<file path="config.mk">
export PLATFORM = sky130hd
export DESIGN_NAME = dpcr_ctrl
export DESIGN_NICKNAME = d
export VERILOG_FILES = /design/src/rtl/dpcr_pkg.sv /design/src/rtl/dpcr_ctrl.sv
export SDC_FILE = /design/constraint.sdc
export NUM_CORES = 1
export LEC_CHECK = 0
export ABC_AREA = 1
export BUFFER_PORTS_ARGS = -buffer_cell sky130_fd_sc_hd__buf_2
export CAP_MARGIN = 20
export CORE_ASPECT_RATIO = 1.1
export CORE_UTILIZATION = 40
export CTS_CLUSTER_DIAMETER = 60
export DETAILED_ROUTE_END_ITERATION = 8
export SLEW_MARGIN = 30
export SYNTH_ARGS = -nofsm -noshare
export SYNTH_HDL_FRONTEND = slang
export SYNTH_SLANG_ARGS = --single-unit
</file>
<file path="constraint.sdc">
create_clock -name clk -period 4.4 [get_ports clk]
set_input_delay 1.1 -clock clk [delete_from_list [all_inputs] [get_ports clk]]
set_output_delay 1.1 -clock clk [all_outputs]
set_load 0.05 [all_outputs]
</file>
<file path="src/rtl/dpcr_pkg.sv">
package dpcr_pkg;

    localparam int CFG_IDX_W = 2;
    localparam logic [CFG_IDX_W-1:0] CFG_CONTACT = 2'd0;
    localparam logic [CFG_IDX_W-1:0] CFG_THRESH  = 2'd1;
    localparam logic [CFG_IDX_W-1:0] CFG_GAIN    = 2'd2;

    localparam logic [31:0] CONTACT_RST = 32'd2621;
    localparam logic [30:0] THRESH_RST  = 31'd32768;
    localparam logic [15:0] GAIN_RST    = 16'd768;

    localparam logic [3:0] OP_NONE      = 4'd0;
    localparam logic [3:0] OP_SQX       = 4'd1;
    localparam logic [3:0] OP_SQY       = 4'd2;
    localparam logic [3:0] OP_SUMS      = 4'd3;
    localparam logic [3:0] OP_FAR       = 4'd4;
    localparam logic [3:0] OP_KEEP      = 4'd5;
    localparam logic [3:0] OP_NORM_INIT = 4'd6;
    localparam logic [3:0] OP_NORM_STEP = 4'd7;
    localparam logic [3:0] OP_SQRT_INIT = 4'd8;
    localparam logic [3:0] OP_SQRT_STEP = 4'd9;
    localparam logic [3:0] OP_DIV_INIT  = 4'd10;
    localparam logic [3:0] OP_DIV_STEP  = 4'd11;
    localparam logic [3:0] OP_NORMAL    = 4'd12;
    localparam logic [3:0] OP_MAC       = 4'd13;
    localparam logic [3:0] OP_BOUNCE    = 4'd14;
    localparam logic [3:0] OP_OUT       = 4'd15;

    localparam logic [5:0] ITER_LAST  = 6'd30;
    localparam logic [5:0] MS_SEP_END = 6'd2;
    localparam logic [5:0] MS_LAST    = 6'd38;

    localparam logic [1:0] MK_MULA = 2'd0;
    localparam logic [1:0] MK_MULB = 2'd1;
    localparam logic [1:0] MK_FIN  = 2'd2;

    localparam logic [3:0] A_DVX = 4'd0;
    localparam logic [3:0] A_DVY = 4'd1;
    localparam logic [3:0] A_VAX = 4'd2;
    localparam logic [3:0] A_VAY = 4'd3;
    localparam logic [3:0] A_VBX = 4'd4;
    localparam logic [3:0] A_VBY = 4'd5;
    localparam logic [3:0] A_VAN = 4'd6;
    localparam logic [3:0] A_VBN = 4'd7;
    localparam logic [3:0] A_VAT = 4'd8;
    localparam logic [3:0] A_VBT = 4'd9;
    localparam logic [3:0] A_T1  = 4'd10;

    localparam logic [1:0] B_NX   = 2'd0;
    localparam logic [1:0] B_NY   = 2'd1;
    localparam logic [1:0] B_NNY  = 2'd2;
    localparam logic [1:0] B_GAIN = 2'd3;

    localparam logic [1:0] FM_SINGLE = 2'd0;
    localparam logic [1:0] FM_ADD    = 2'd1;
    localparam logic [1:0] FM_SUB    = 2'd2;

    localparam logic [3:0] D_NONE = 4'd0;
    localparam logic [3:0] D_SEP  = 4'd1;
    localparam logic [3:0] D_VAN  = 4'd2;
    localparam logic [3:0] D_VBN  = 4'd3;
    localparam logic [3:0] D_VAT  = 4'd4;
    localparam logic [3:0] D_VBT  = 4'd5;
    localparam logic [3:0] D_T1   = 4'd6;
    localparam logic [3:0] D_G    = 4'd7;
    localparam logic [3:0] D_OAX  = 4'd8;
    localparam logic [3:0] D_OAY  = 4'd9;
    localparam logic [3:0] D_OBX  = 4'd10;
    localparam logic [3:0] D_OBY  = 4'd11;

    typedef struct packed {
        logic [3:0] op;
        logic [5:0] midx;
    } cmd_t;

    typedef struct packed {
        logic far;
        logic zero;
        logic t_ok;
        logic bounce;
    } status_t;

    typedef struct packed {
        logic [1:0] kind;
        logic [3:0] a_sel;
        logic [1:0] b_sel;
        logic [1:0] fm;
        logic       sh8;
        logic [3:0] dest;
    } mstep_t;

    function automatic mstep_t mk(input logic [1:0] kind, input logic [3:0] a_sel,
                                  input logic [1:0] b_sel, input logic [1:0] fm,
                                  input logic sh8, input logic [3:0] dest);
        mstep_t r;
        r.kind  = kind;
        r.a_sel = a_sel;
        r.b_sel = b_sel;
        r.fm    = fm;
        r.sh8   = sh8;
        r.dest  = dest;
        return r;
    endfunction

    function automatic mstep_t mstep(input logic [5:0] idx);
        mstep_t r;
        case (idx)
            6'd0:  r = mk(MK_MULA, A_DVX, B_NX,   FM_SINGLE, 1'b0, D_NONE);
            6'd1:  r = mk(MK_MULB, A_DVY, B_NY,   FM_SINGLE, 1'b0, D_NONE);
            6'd2:  r = mk(MK_FIN,  A_DVX, B_NX,   FM_ADD,    1'b0, D_SEP);
            6'd3:  r = mk(MK_MULA, A_VAX, B_NX,   FM_SINGLE, 1'b0, D_NONE);
            6'd4:  r = mk(MK_MULB, A_VAY, B_NY,   FM_SINGLE, 1'b0, D_NONE);
            6'd5:  r = mk(MK_FIN,  A_VAX, B_NX,   FM_ADD,    1'b0, D_VAN);
            6'd6:  r = mk(MK_MULA, A_VBX, B_NX,   FM_SINGLE, 1'b0, D_NONE);
            6'd7:  r = mk(MK_MULB, A_VBY, B_NY,   FM_SINGLE, 1'b0, D_NONE);
            6'd8:  r = mk(MK_FIN,  A_VBX, B_NX,   FM_ADD,    1'b0, D_VBN);
            6'd9:  r = mk(MK_MULA, A_VAY, B_NX,   FM_SINGLE, 1'b0, D_NONE);
            6'd10: r = mk(MK_MULB, A_VAX, B_NY,   FM_SINGLE, 1'b0, D_NONE);
            6'd11: r = mk(MK_FIN,  A_VAX, B_NX,   FM_SUB,    1'b0, D_VAT);
            6'd12: r = mk(MK_MULA, A_VBY, B_NX,   FM_SINGLE, 1'b0, D_NONE);
            6'd13: r = mk(MK_MULB, A_VBX, B_NY,   FM_SINGLE, 1'b0, D_NONE);
            6'd14: r = mk(MK_FIN,  A_VBX, B_NX,   FM_SUB,    1'b0, D_VBT);
            6'd15: r = mk(MK_MULA, A_VBN, B_NX,   FM_SINGLE, 1'b0, D_NONE);
            6'd16: r = mk(MK_FIN,  A_VBN, B_NX,   FM_SINGLE, 1'b0, D_T1);
            6'd17: r = mk(MK_MULA, A_T1,  B_GAIN, FM_SINGLE, 1'b1, D_NONE);
            6'd18: r = mk(MK_FIN,  A_T1,  B_GAIN, FM_SINGLE, 1'b1, D_G);
            6'd19: r = mk(MK_MULA, A_VAT, B_NNY,  FM_SINGLE, 1'b0, D_NONE);
            6'd20: r = mk(MK_FIN,  A_VAT, B_NNY,  FM_SINGLE, 1'b0, D_OAX);
            6'd21: r = mk(MK_MULA, A_VBN, B_NY,   FM_SINGLE, 1'b0, D_NONE);
            6'd22: r = mk(MK_FIN,  A_VBN, B_NY,   FM_SINGLE, 1'b0, D_T1);
            6'd23: r = mk(MK_MULA, A_T1,  B_GAIN, FM_SINGLE, 1'b1, D_NONE);
            6'd24: r = mk(MK_FIN,  A_T1,  B_GAIN, FM_SINGLE, 1'b1, D_G);
            6'd25: r = mk(MK_MULA, A_VAT, B_NX,   FM_SINGLE, 1'b0, D_NONE);
            6'd26: r = mk(MK_FIN,  A_VAT, B_NX,   FM_SINGLE, 1'b0, D_OAY);
            6'd27: r = mk(MK_MULA, A_VAN, B_NX,   FM_SINGLE, 1'b0, D_NONE);
            6'd28: r = mk(MK_FIN,  A_VAN, B_NX,   FM_SINGLE, 1'b0, D_T1);
            6'd29: r = mk(MK_MULA, A_T1,  B_GAIN, FM_SINGLE, 1'b1, D_NONE);
            6'd30: r = mk(MK_FIN,  A_T1,  B_GAIN, FM_SINGLE, 1'b1, D_G);
            6'd31: r = mk(MK_MULA, A_VBT, B_NNY,  FM_SINGLE, 1'b0, D_NONE);
            6'd32: r = mk(MK_FIN,  A_VBT, B_NNY,  FM_SINGLE, 1'b0, D_OBX);
            6'd33: r = mk(MK_MULA, A_VAN, B_NY,   FM_SINGLE, 1'b0, D_NONE);
            6'd34: r = mk(MK_FIN,  A_VAN, B_NY,   FM_SINGLE, 1'b0, D_T1);
            6'd35: r = mk(MK_MULA, A_T1,  B_GAIN, FM_SINGLE, 1'b1, D_NONE);
            6'd36: r = mk(MK_FIN,  A_T1,  B_GAIN, FM_SINGLE, 1'b1, D_G);
            6'd37: r = mk(MK_MULA, A_VBT, B_NX,   FM_SINGLE, 1'b0, D_NONE);
            6'd38: r = mk(MK_FIN,  A_VBT, B_NX,   FM_SINGLE, 1'b0, D_OBY);
            default: r = mk(MK_MULA, A_DVX, B_NX, FM_SINGLE, 1'b0, D_NONE);
        endcase
        return r;
    endfunction

    function automatic logic signed [31:0] sat32(input logic signed [43:0] v);
        if (v > 44'sd2147483647)
            return 32'sh7FFFFFFF;
        else if (v < -44'sd2147483648)
            return 32'sh80000000;
        else
            return v[31:0];
    endfunction

endpackage

</file>
<file path="src/rtl/dpcr_ctrl.sv">
module dpcr_ctrl
(
    input  logic              clk,
    input  logic              rst_n,
    input  logic              in_valid,
    output logic              in_ready,
    output logic              out_valid,
    input  logic              out_ready,
    input  dpcr_pkg::status_t st,
    output dpcr_pkg::cmd_t    cmd
);

    localparam logic [3:0] S_IDLE  = 4'd0;
    localparam logic [3:0] S_SQX   = 4'd1;
    localparam logic [3:0] S_SQY   = 4'd2;
    localparam logic [3:0] S_SUMS  = 4'd3;
    localparam logic [3:0] S_CHECK = 4'd4;
    localparam logic [3:0] S_NORM  = 4'd5;
    localparam logic [3:0] S_SQRT  = 4'd6;
    localparam logic [3:0] S_DIVI  = 4'd7;
    localparam logic [3:0] S_DIV   = 4'd8;
    localparam logic [3:0] S_NRML  = 4'd9;
    localparam logic [3:0] S_MAC   = 4'd10;
    localparam logic [3:0] S_TEST  = 4'd11;
    localparam logic [3:0] S_BNC   = 4'd12;
    localparam logic [3:0] S_OUT   = 4'd13;

    logic [3:0] state_reg, state_next;
    logic [5:0] cnt_reg, cnt_next;
    logic       out_valid_reg, out_valid_next;

    always_comb
    begin
        state_next     = state_reg;
        cnt_next       = cnt_reg;
        out_valid_next = out_valid_reg && !out_ready;
        cmd.op         = dpcr_pkg::OP_NONE;
        cmd.midx       = cnt_reg;
        case (state_reg)
            S_IDLE:
            begin
                if (in_valid)
                    state_next = S_SQX;
            end
            S_SQX:
            begin
                cmd.op     = dpcr_pkg::OP_SQX;
                state_next = S_SQY;
            end
            S_SQY:
            begin
                cmd.op     = dpcr_pkg::OP_SQY;
                state_next = S_SUMS;
            end
            S_SUMS:
            begin
                cmd.op     = dpcr_pkg::OP_SUMS;
                state_next = S_CHECK;
            end
            S_CHECK:
            begin
                if (st.far)
                begin
                    cmd.op     = dpcr_pkg::OP_FAR;
                    state_next = S_OUT;
                end
                else if (st.zero)
                begin
                    cmd.op     = dpcr_pkg::OP_KEEP;
                    state_next = S_OUT;
                end
                else
                begin
                    cmd.op     = dpcr_pkg::OP_NORM_INIT;
                    state_next = S_NORM;
                end
            end
            S_NORM:
            begin
                if (st.t_ok)
                begin
                    cmd.op     = dpcr_pkg::OP_SQRT_INIT;
                    cnt_next   = '0;
                    state_next = S_SQRT;
                end
                else
                    cmd.op = dpcr_pkg::OP_NORM_STEP;
            end
            S_SQRT:
            begin
                cmd.op   = dpcr_pkg::OP_SQRT_STEP;
                cnt_next = cnt_reg + 6'd1;
                if (cnt_reg == dpcr_pkg::ITER_LAST)
                    state_next = S_DIVI;
            end
            S_DIVI:
            begin
                cmd.op     = dpcr_pkg::OP_DIV_INIT;
                cnt_next   = '0;
                state_next = S_DIV;
            end
            S_DIV:
            begin
                cmd.op   = dpcr_pkg::OP_DIV_STEP;
                cnt_next = cnt_reg + 6'd1;
                if (cnt_reg == dpcr_pkg::ITER_LAST)
                    state_next = S_NRML;
            end
            S_NRML:
            begin
                cmd.op     = dpcr_pkg::OP_NORMAL;
                cnt_next   = '0;
                state_next = S_MAC;
            end
            S_MAC:
            begin
                cmd.op   = dpcr_pkg::OP_MAC;
                cnt_next = cnt_reg + 6'd1;
                if (cnt_reg == dpcr_pkg::MS_SEP_END)
                    state_next = S_TEST;
                else if (cnt_reg == dpcr_pkg::MS_LAST)
                    state_next = S_BNC;
            end
            S_TEST:
            begin
                if (st.bounce)
                    state_next = S_MAC;
                else
                begin
                    cmd.op     = dpcr_pkg::OP_KEEP;
                    state_next = S_OUT;
                end
            end
            S_BNC:
            begin
                cmd.op     = dpcr_pkg::OP_BOUNCE;
                state_next = S_OUT;
            end
            S_OUT:
            begin
                if (!out_valid_reg || out_ready)
                begin
                    cmd.op         = dpcr_pkg::OP_OUT;
                    out_valid_next = 1'b1;
                    state_next     = S_IDLE;
                end
            end
            default:
            begin
                state_next = S_IDLE;
            end
        endcase
    end

    always_ff @(posedge clk or negedge rst_n)
    begin
        if (!rst_n)
        begin
            state_reg     <= S_IDLE;
            cnt_reg       <= '0;
            out_valid_reg <= 1'b0;
        end
        else
        begin
            state_reg     <= state_next;
            cnt_reg       <= cnt_next;
            out_valid_reg <= out_valid_next;
        end
    end

    assign in_ready  = (state_reg == S_IDLE);
    assign out_valid = out_valid_reg;

endmodule

</file>
# Word level (Yosys, flattened, before mapping)
# Cells that the tools add are included.
# Widths: inputs -> output; s select.
# word_totals
regBits	11
latchBits	0
mem_bits_rw	0
mem_bits_ro	0
input_bits	8
out_inout_bits	12
word_cells	57
n_memories	0
# classes
add_sub_neg	1
mul	0
div	0
order_cmp	0
n_eq_ne	22
n_shift	0
muxes	21
bitwise	0
n_reduce_logical	10
# op_table
operator	n
$pmux 4 s14	1
$pmux 4 s13	1
$mux 4	11
$eq 4x4->1 const B	6
$pmux 6 s3	1
$eq 4x3->1 const B	4
$ne 2x2->1 const B	5
$eq 4x2->1 const B	2
$add 6x1->6 const B	1
$eq 6x2->1 const B	1
$eq 6x5->1 const B	1
$eq 6x6->1 const B	1
$mux 3	2
$mux 6	1
$reduce_and 6->1	1
$eq 4x1->1 const B	1
$logic_not 4->1	1
$mux 2	2
$ne 3x3->1 const B	1
$reduce_bool 3->1	1
$reduce_or 3->1	1
$logic_not 1->1	2
$mux 1	2
$reduce_and 2->1	1
other kinds (3)	3

# Depth between registers and ports, before layout
# Gate-level depths: netlist of run 1.
# depth
word_depth	4
depth_mapped	10
mapped_depth_nobuf	10

# Least setup slack after synthesis of run 1
# No wires, ideal clock.
# synth_path
path_kind	input to output
start	in out_ready
end	out cmd[8] (netlist bit)
arrival_time_ns	1.933
t_required_ns	3.300
slack_ns	1.367
path_stages	6
path_buffers	0
cell_sequence	nor2_1 inv_1 nand3_1 nand2_1 nor3_1 nand3_1
# synth_lines
element	line_no	source
from (decl)	dpcr_ctrl.sv:8	input logic out_ready,
to (decl)	dpcr_ctrl.sv:10	output dpcr_pkg::cmd_t cmd

==> results.cfg, run 1 <==
[global_route]
grt-ovfl-total = 0
grt_pass1_wl_mm = 4.050
grt_pass1_vias = 976
grt_max_degree = 12
track_usage = 0.2224
antenna_found_initial = 0

[timing]
holdWs_ps = 613.3
relSlewSlack = 0.7617
hold_violations = 0
tightest_slew_ps = 356.2
rsz0062_at_grt = no
period_share = 0.7106
setup-tns-final_ps = 0
setup_viol = 0
min_period_ps = 3126
fmax_mhz = 319.9
fin_skew_ps = 7.787
maxSlewViolCount = 0

[clock_tree]
postCtsSetupBuffers = 0
cts-root-buf = clkbuf_4
cts_buffers = 3
htreeDepth = 1
cts_resized = 0
cts_buffer_depth = 2
cts_sinks = 11
clock_latency_ps = 270
path_clk_slew_ps = 60
cts_hold_buf = 0
cts_tree = built

[detailed_routing]
drc = 0
drtIter0Drc = 32
routedWlPerCell_um = 11.50
ant_nets = 0
drtPass1Iterations = 4
vias = 1059
drt_wl_total_mm = 2.370
avgViaCountPerCell = 5.141

[placement]
place_hpwl_mm = 1.967
portBuffers = 19
place_congestion = 0.9166

[yosys]
synth_seq_cells = 11
syn-num-nets = 165
yosysWarnings = 0
postSynthCellCount = 155
syn_avg_cell_area_um2 = 5.990
synth_area_um2 = 928.4
seq_area_frac_synth = 0.2965
post_synth_num_cell_types = 19

[setup_path]
critPathMaxStageDelay_ps = 220
cp.arrival_ps = 2030
reg2regPathDepth = 10
critPathMaxFanout = 2
cp_data_required_time_ps = 3300
crit_type = in2out
path_cells = buf_2, nor2_1, inv_1, nand3_1, nand2_1, nor3_1, nand3_1, buf_2
r2r-start = cnt_reg[0]
worst-r2r-setup-slack_ps = 2890
r2r-end = state_reg[3]
start_kind = primary input
crit_slowest_cell = buf_2
crit_path_end_kind = primary output

[floorplanning]
die_w_um = 47.94
num_rows = 17
dieArea_um2 = 2518
start_util = 0.4409
io_pins = 20
chipHeight_um = 52.53
core_um2 = 2106

[min_path]
min_from = state_reg[3]
worstHoldPathCells = 2
hold_end = state_reg[3]
worstHoldPathType = reg2reg

[power_and_ir_drop]
p_leak_nw = 0.6220
p_per_area_nw_per_um2 = 856.7
ir_worst_vdd_mv = 0.3881

[cells_and_area]
nNetsFinal = 189
n_antenna_cell = 0
drive_above_1_share = 0.1629
final_common_cell = nand2_1
final_util = 0.5157
area.growth.synth_to_final_pct = 16.98
largest_reg_flops = 6
mostFrequentLayoutCells = 45 x nand2_1, 26 x nor2_1, 23 x nand3_1

[run_status]
status = completed

[job]
maxCapViolations = 0
-- where the power goes --
group / leakage, nW / switching, mW / internal (mW)
sequential: 0.145 / 0.0605 / 0.141
combinational: 0.459 / 0.490 / 0.171
clock: 0.0177 / 0.0341 / 0.0336
total: 0.622 / 0.585 / 0.345
-- synthesized netlist by cell type --
cell type   n  area, um2
nor2_1     26      97.59
dfrtp_1    11      275.3
o21ai_0     5      25.02
nand4_1     2      12.51
inv_1      19      71.32
nor3_1      2      10.01
nand2_2     1      6.260
nand2_1    45      168.9
nand3b_1    3      22.52
o22ai_1     1      6.260
nand3_1    23      115.1
xor2_1      2      17.52
nor2_2      2      12.51
a21oi_2     1      8.760
nand3_2     1      10.01
ha_1        2      25.02
inv_2       1      3.750
o21ai_1     1      5.000
a21oi_1     7      35.03
-- cells by family (layout without fill, tap and decap cells) --
kind of cell | Yosys count | count (layout) | share of synthesized area
xor gates and xnor gates | 2 | 2 | 0.01887
AOI/OAI and AO/OA | 15 | 15 | 0.08625
adders and majority gates | 2 | 2 | 0.02695
and+or+nand+nor | 105 | 105 | 0.4906
buffers and inverters | 20 | 43 | 0.08086
DFF | 11 | 11 | 0.2965
-- final cells by class --
cell class / instances / area (um2)
inverter: 20 / 75.07
tap: 28 / 35.03
multi-input combinational: 124 / 578.1
sequential: 11 / 275.3
clock inverter: 1 / 5.005
fill: 223 / 1020
timing repair buffer: 19 / 95.09
clock buffer: 3 / 22.52
-- how the worst max path moves through the flow --
| stage | from | to |
|---|---|---|
| 6_report | out_ready | cmd[8] |
| 3_5_place_dp | out_ready | cmd[8] |
| 3_3_place_gp | out_ready | cmd[8] |
| 4_1_cts | out_ready | cmd[8] |
| 2_1_floorplan | out_ready | cmd[8] |
| 5_1_grt | out_ready | cmd[8] |
-- worst max-delay path, delay by kind of cell --
family	cells	cell delay, ps
buffers and inverters	3	380
and+or+nand+nor	5	530
-- metal layers --
metal  track usage  wire length, um
met5             0                0
met4       0.04167               10
met3       0.05862              133
met2        0.3446             1058
met1        0.3072             1168
-- metrics by stage --
stage	setup WS, ps	area [um2]	instances	power [mW]
6_report	1274	1086	206	0.9304
5_1_grt	1202	1086	206	1.015
4_1_cts	1255	1086	206	0.9297
3_5_place_dp	1255	1059	202	0.8607
3_3_place_gp	1352	1059	202	0.8614
2_1_floorplan	1367	928.4	155	0.7084
Power figures use the tool's default switching activity.
==> run 2: changes to the inputs <==
ABC_AREA = 0   (was 1)
clock period = 2.9 ns   (was 4.4 ns; I/O delays follow)
==> run 2 against run 1 <==
Register-to-register slack got worse by 1800 ps. Worst setup slack got worse by 960 ps. Synthesized cell count shrank 23%. Combinational power grew 50%. Wire length down 6.1%. Synthesized area rose by 2.7%. Core utilization fell by 2.9 points. Clock skew fell by 4.8 ps. Clock power up 54%. Largest power group unchanged.
==> results.cfg, run 2 <==
[timing]
fin_skew_ps = 2.989
relSlewSlack = 0.5784
setup_viol = 0
fmax_mhz = 386.4
rsz0062_at_grt = no
min_period_ps = 2588
setup-tns-final_ps = 0
period_share = 0.8923
hold_violations = 0
maxSlewViolCount = 0
tightest_slew_ps = 632.4

[yosys]
async_reset_ff_frac = 1.000
syn_avg_cell_area_um2 = 8.012
yosysWarnings = 0
yosys.area.top_type = dfrtp_1
ys.flop_type = dfrtp_1
postSynthCellCount = 119
synth_area_um2 = 953.4
post_synth_num_cell_types = 46
netlist.area_leader.share = 0.2887
synth_seq_cells = 11
yosysMostFrequentCell = nand2_1
synth_area_leaders = dfrtp_1 29%, nand2_1 5.1%, a21oi_1 4.7%
synth_edf_count = 0
seq_area_frac_synth = 0.2887
netlist_top_cells_count = 13 x nand2_1, 11 x dfrtp_1, 9 x a21oi_1, 9 x o21ai_0, 7 x nand2b_1
syn-num-nets = 129

[clock_tree]
cts_resized = 0
cts-root-buf = clkbuf_4
cts_hold_buf = 0
cts_buffers = 3
postCtsSetupBuffers = 0
clock_latency_ps = 270
htreeDepth = 1
cts_tree = built
cts_buffer_depth = 2
cts_sinks = 11
path_clk_slew_ps = 70

[setup_path]
crit_type = reg2out
start_kind = flip-flop
crit_path_end_kind = primary output
worstSetupStartpoint = state_reg[1]
cp.arrival_ps = 1860
r2r-start = state_reg[2]
critPathMaxFanout = 20
cp_data_required_time_ps = 2170

[detailed_routing]
drtPass1Iterations = 4
drc = 0
drt_wl_total_mm = 2.225
drtIter0Drc = 11
routedWlPerCell_um = 13.32
ant_nets = 0
avgViaCountPerCell = 5.683
vias = 949

[placement]
portBuffers = 19
place_congestion = 0.7639
place_hpwl_mm = 1.619
place_inst = 163

[cells_and_area]
area.growth.synth_to_final_pct = 14.96
drive_above_1_share = 0.2190
final_common_cell = buf_2
largest_reg_flops = 6
n_antenna_cell = 0
nNetsFinal = 148
instances_no_fill = 167
mostFrequentLayoutCells = 19 x buf_2, 13 x nand2_1, 11 x dfrtp_1

[floorplanning]
num_rows = 18
dieArea_um2 = 2583
chipHeight_um = 53.21
die_w_um = 48.55
io_pins = 20
start_util = 0.4233
core_um2 = 2252

[global_route]
track_usage = 0.1979
grt_pass1_vias = 885
antenna_found_initial = 0
grt_max_degree = 21
grt-ovfl-total = 0
grt_pass1_wl_mm = 3.884

[power_and_ir_drop]
p_total_mw = 1.431
ir_worst_vdd_mv = 0.7154
p_per_area_nw_per_um2 = 1305
p_leak_nw = 0.5058

[job]
maxCapViolations = 0

[min_path]
worstHoldPathType = in2async

[run_status]
status = completed
[run 2: area by class of cell]
class	instances	area [um2]
flip-flops and latches	11	275.3
fillers	228	1156
well taps	30	37.54
repair buffers	22	117.6
multi-input cells	96	624.3
clock buffers	4	26.28
inverters	4	15.01
[run 2: cells by family after synthesis]
group | share of synthesized area
AND/OR/NAND/NOR | 0.2717
AO/OA/AOI/OAI | 0.3373
buffers and inverters | 0.05643
flip-flops | 0.2887
adder cells (fa/ha/maj) | 0.02624
XOR/XNOR | 0.009188
multiplexers | 0.01050
[run 2: power breakdown]
group	switching, mW	internal (mW)	leakage [nW]	total [mW]
clock	0.0510	0.0533	0.0150	0.104
combinational	0.652	0.341	0.347	0.993
sequential	0.124	0.209	0.144	0.334
[run 2: layer usage]
layer,vias up,GRT usage,wire length [um]
met4,0,0.1078,42
met2,20,0.3498,1047
li1,474,-,-
met5,-,0,0
met3,5,0.03161,83
met1,450,0.2325,1052
[run 2: worst max-delay path: stages, from the launching register on]
cell and delay (ps):
dfrtp_1 610, o311ai_0 400, o211ai_1 140, o22ai_1 160
buf_2 280
[run 2: worst paths after layout]
kind                       slack [ps]  depth (start not counted)           end
setup / recovery                  310                          4        cmd[7]
hold / removal                    310                          1    cnt_reg[5]
setup reg to reg                 1060                          5    cnt_reg[5]
hold reg to reg                   580                          2    cnt_reg[1]
max in group asynchronous        2380                          1  state_reg[0]
min in group clk                  580                          2    cnt_reg[1]
[run 2: metrics by stage]
step                  util  setup WS (ps)  hold slack [ps]  instance area (um2)
floorplan                -          244.6            429.4                953.4
global placement    0.4750          459.5            554.2                 1070
detailed placement  0.4750          432.9            569.1                 1070
CTS                 0.4867          290.1            318.3                 1096
global route        0.4867          183.6            312.6                 1096
finish              0.4867          312.3            314.7                 1096
==> run 3: changes to the inputs <==
ABC_AREA = 1   (was 0)
==> run 3 against run 2 <==
Wire length is 11% higher. Sequential share of layout area is 0.057 points higher. Cell count is 24% higher. Clock skew is 7.0 ps higher. Die area is 2.5% lower. Register-to-register slack better by 340 ps. Count of clock-buffer cells in the layout is 1 lower. Final area is 0.23% lower. Via count is 12% higher. First-iteration DRC count is 120% higher. Largest power group unchanged.
==> results.cfg, run 3 (synthesized netlist as in run 1, its figures left out) <==
[detailed_routing]
drt_wl_total_mm = 2.465
vias = 1065
ant_nets = 0
drc = 0
routedWlPerCell_um = 11.91
drtPass1Iterations = 4
drtIter0Drc = 24
avgViaCountPerCell = 5.145

[cells_and_area]
instances_no_fill = 207
largest_reg_flops = 6
design_area_um2 = 1094
drive_above_1_share = 0.1676
final_util = 0.5193
area.growth.synth_to_final_pct = 17.79
nNetsFinal = 190
mostFrequentLayoutCells = 45 x nand2_1, 26 x nor2_1, 23 x nand3_1
final_common_cell = nand2_1
n_antenna_cell = 0

[timing]
fin_skew_ps = 9.957
period_share = 0.8827
min_period_ps = 2560
setup-tns-final_ps = 0
setup_viol = 0
finalWorstSetupSlack_ps = 340.2
fmax_mhz = 390.7
rsz0062_at_grt = no
tightest_slew_ps = 406.7
maxSlewViolCount = 0
hold_violations = 0
holdWs_ps = 298.8
relSlewSlack = 0.7279

[global_route]
track_usage = 0.2390
use_met3 = 0.05517
use_met1 = 0.3319
grt-busiest-layer = met2
grt_pass1_vias = 1037
antenna_found_initial = 0
grt-ovfl-total = 0
gr-usage-met2 = 0.3739
grt_pass1_wl_mm = 4.326
grt_max_degree = 12

[power_and_ir_drop]
p_switching_uw = 895.9
p_leak_nw = 0.6269
switching_share = 0.6265
p_total_mw = 1.430
p_per_area_nw_per_um2 = 1308
pwr-share-seq = 0.213
clockPowerShare = 0.074
ir_worst_vdd_mv = 0.6179
p_comb_frac = 0.714
internal-power_uw = 534.1

[floorplanning]
die_w_um = 47.94
io_pins = 20
num_rows = 17
dieArea_um2 = 2518
core_um2 = 2106
chipHeight_um = 52.53
start_util = 0.4409

[setup_path]
r2r-start = state_reg[0]
endpoint = cmd[6]
path_cells = inv_2, nor2_2, nand2_1, o21ai_1, inv_1, nand2_1, nor2_1, nand3_1, buf_2
crit_type = reg2out
start_kind = flip-flop
crit_path_end_kind = primary output
crit_slowest_cell = dfrtp_1
worstSetupStartpoint = state_reg[3]
crit_top_cell = nand2_1
r2r-end = state_reg[1]
cp_data_required_time_ps = 2170
reg2regPathDepth = 7
critPathMaxFanout = 6
critPathMaxStageDelay_ps = 450
path_depth = 9
path_buf_inv = 3
cp.arrival_ps = 1830
worst-r2r-setup-slack_ps = 1400
cp_top_family = simple AND/OR/NAND/NOR gates

[clock_tree]
cts_hold_buf = 0
clock_latency_ps = 270
cts-root-buf = clkbuf_4
htreeDepth = 1
path_clk_slew_ps = 80
cts_sinks = 11
cts_tree = built
cts_buffer_depth = 2
postCtsSetupBuffers = 0
cts_buffers = 3
cts_resized = 0

[min_path]
worstHoldPathType = in2async

[job]
maxCapViolations = 0

[placement]
place_inst = 203
place_congestion = 0.8844
portBuffers = 19
place_hpwl_mm = 2.011
place_ws_ps = 518.2
dpl-instance-area_um2 = 1066

[run_status]
status = completed
==> run 3: worst min-delay path by stage <==
stage / start / endpoint / depth (start not counted)
floorplan: rst_n / cnt_reg[0] / 0
global placement: rst_n / cnt_reg[4] / 1
detailed placement: state_reg[3] / state_reg[3] / 2
CTS: rst_n / cnt_reg[3] / 1
global route: rst_n / cnt_reg[3] / 1
finish: rst_n / cnt_reg[3] / 1
==> run 3: cell type report <==
class	count	area, um2
Clock buffer	3	22.52
Clock inverter	1	5.005
Fill cell	227	1012
Inverter	20	75.07
Multi-Input combinational cell	124	578.1
Sequential cell	11	275.3
Tap cell	28	35.03
Timing Repair Buffer	20	102.6
==> run 3: power groups by stage <==
stage | combinational [mW] | sequential [mW] | clock [mW]
after CTS | 1.02 | 0.302 | 0.107
after global routing | 1.12 | 0.314 | 0.117
final | 1.02 | 0.304 | 0.105
after floorplan | 0.681 | 0.394 | 0
after detailed placement | 1.02 | 0.304 | 0
after global placement | 1.01 | 0.305 | 0
==> run 3: layer usage <==
metal | wire (um) | vias up
met5 | 0 | -
met4 | 0 | 0
met3 | 119 | 0
met2 | 1132 | 30
met1 | 1213 | 488
li1 | - | 547
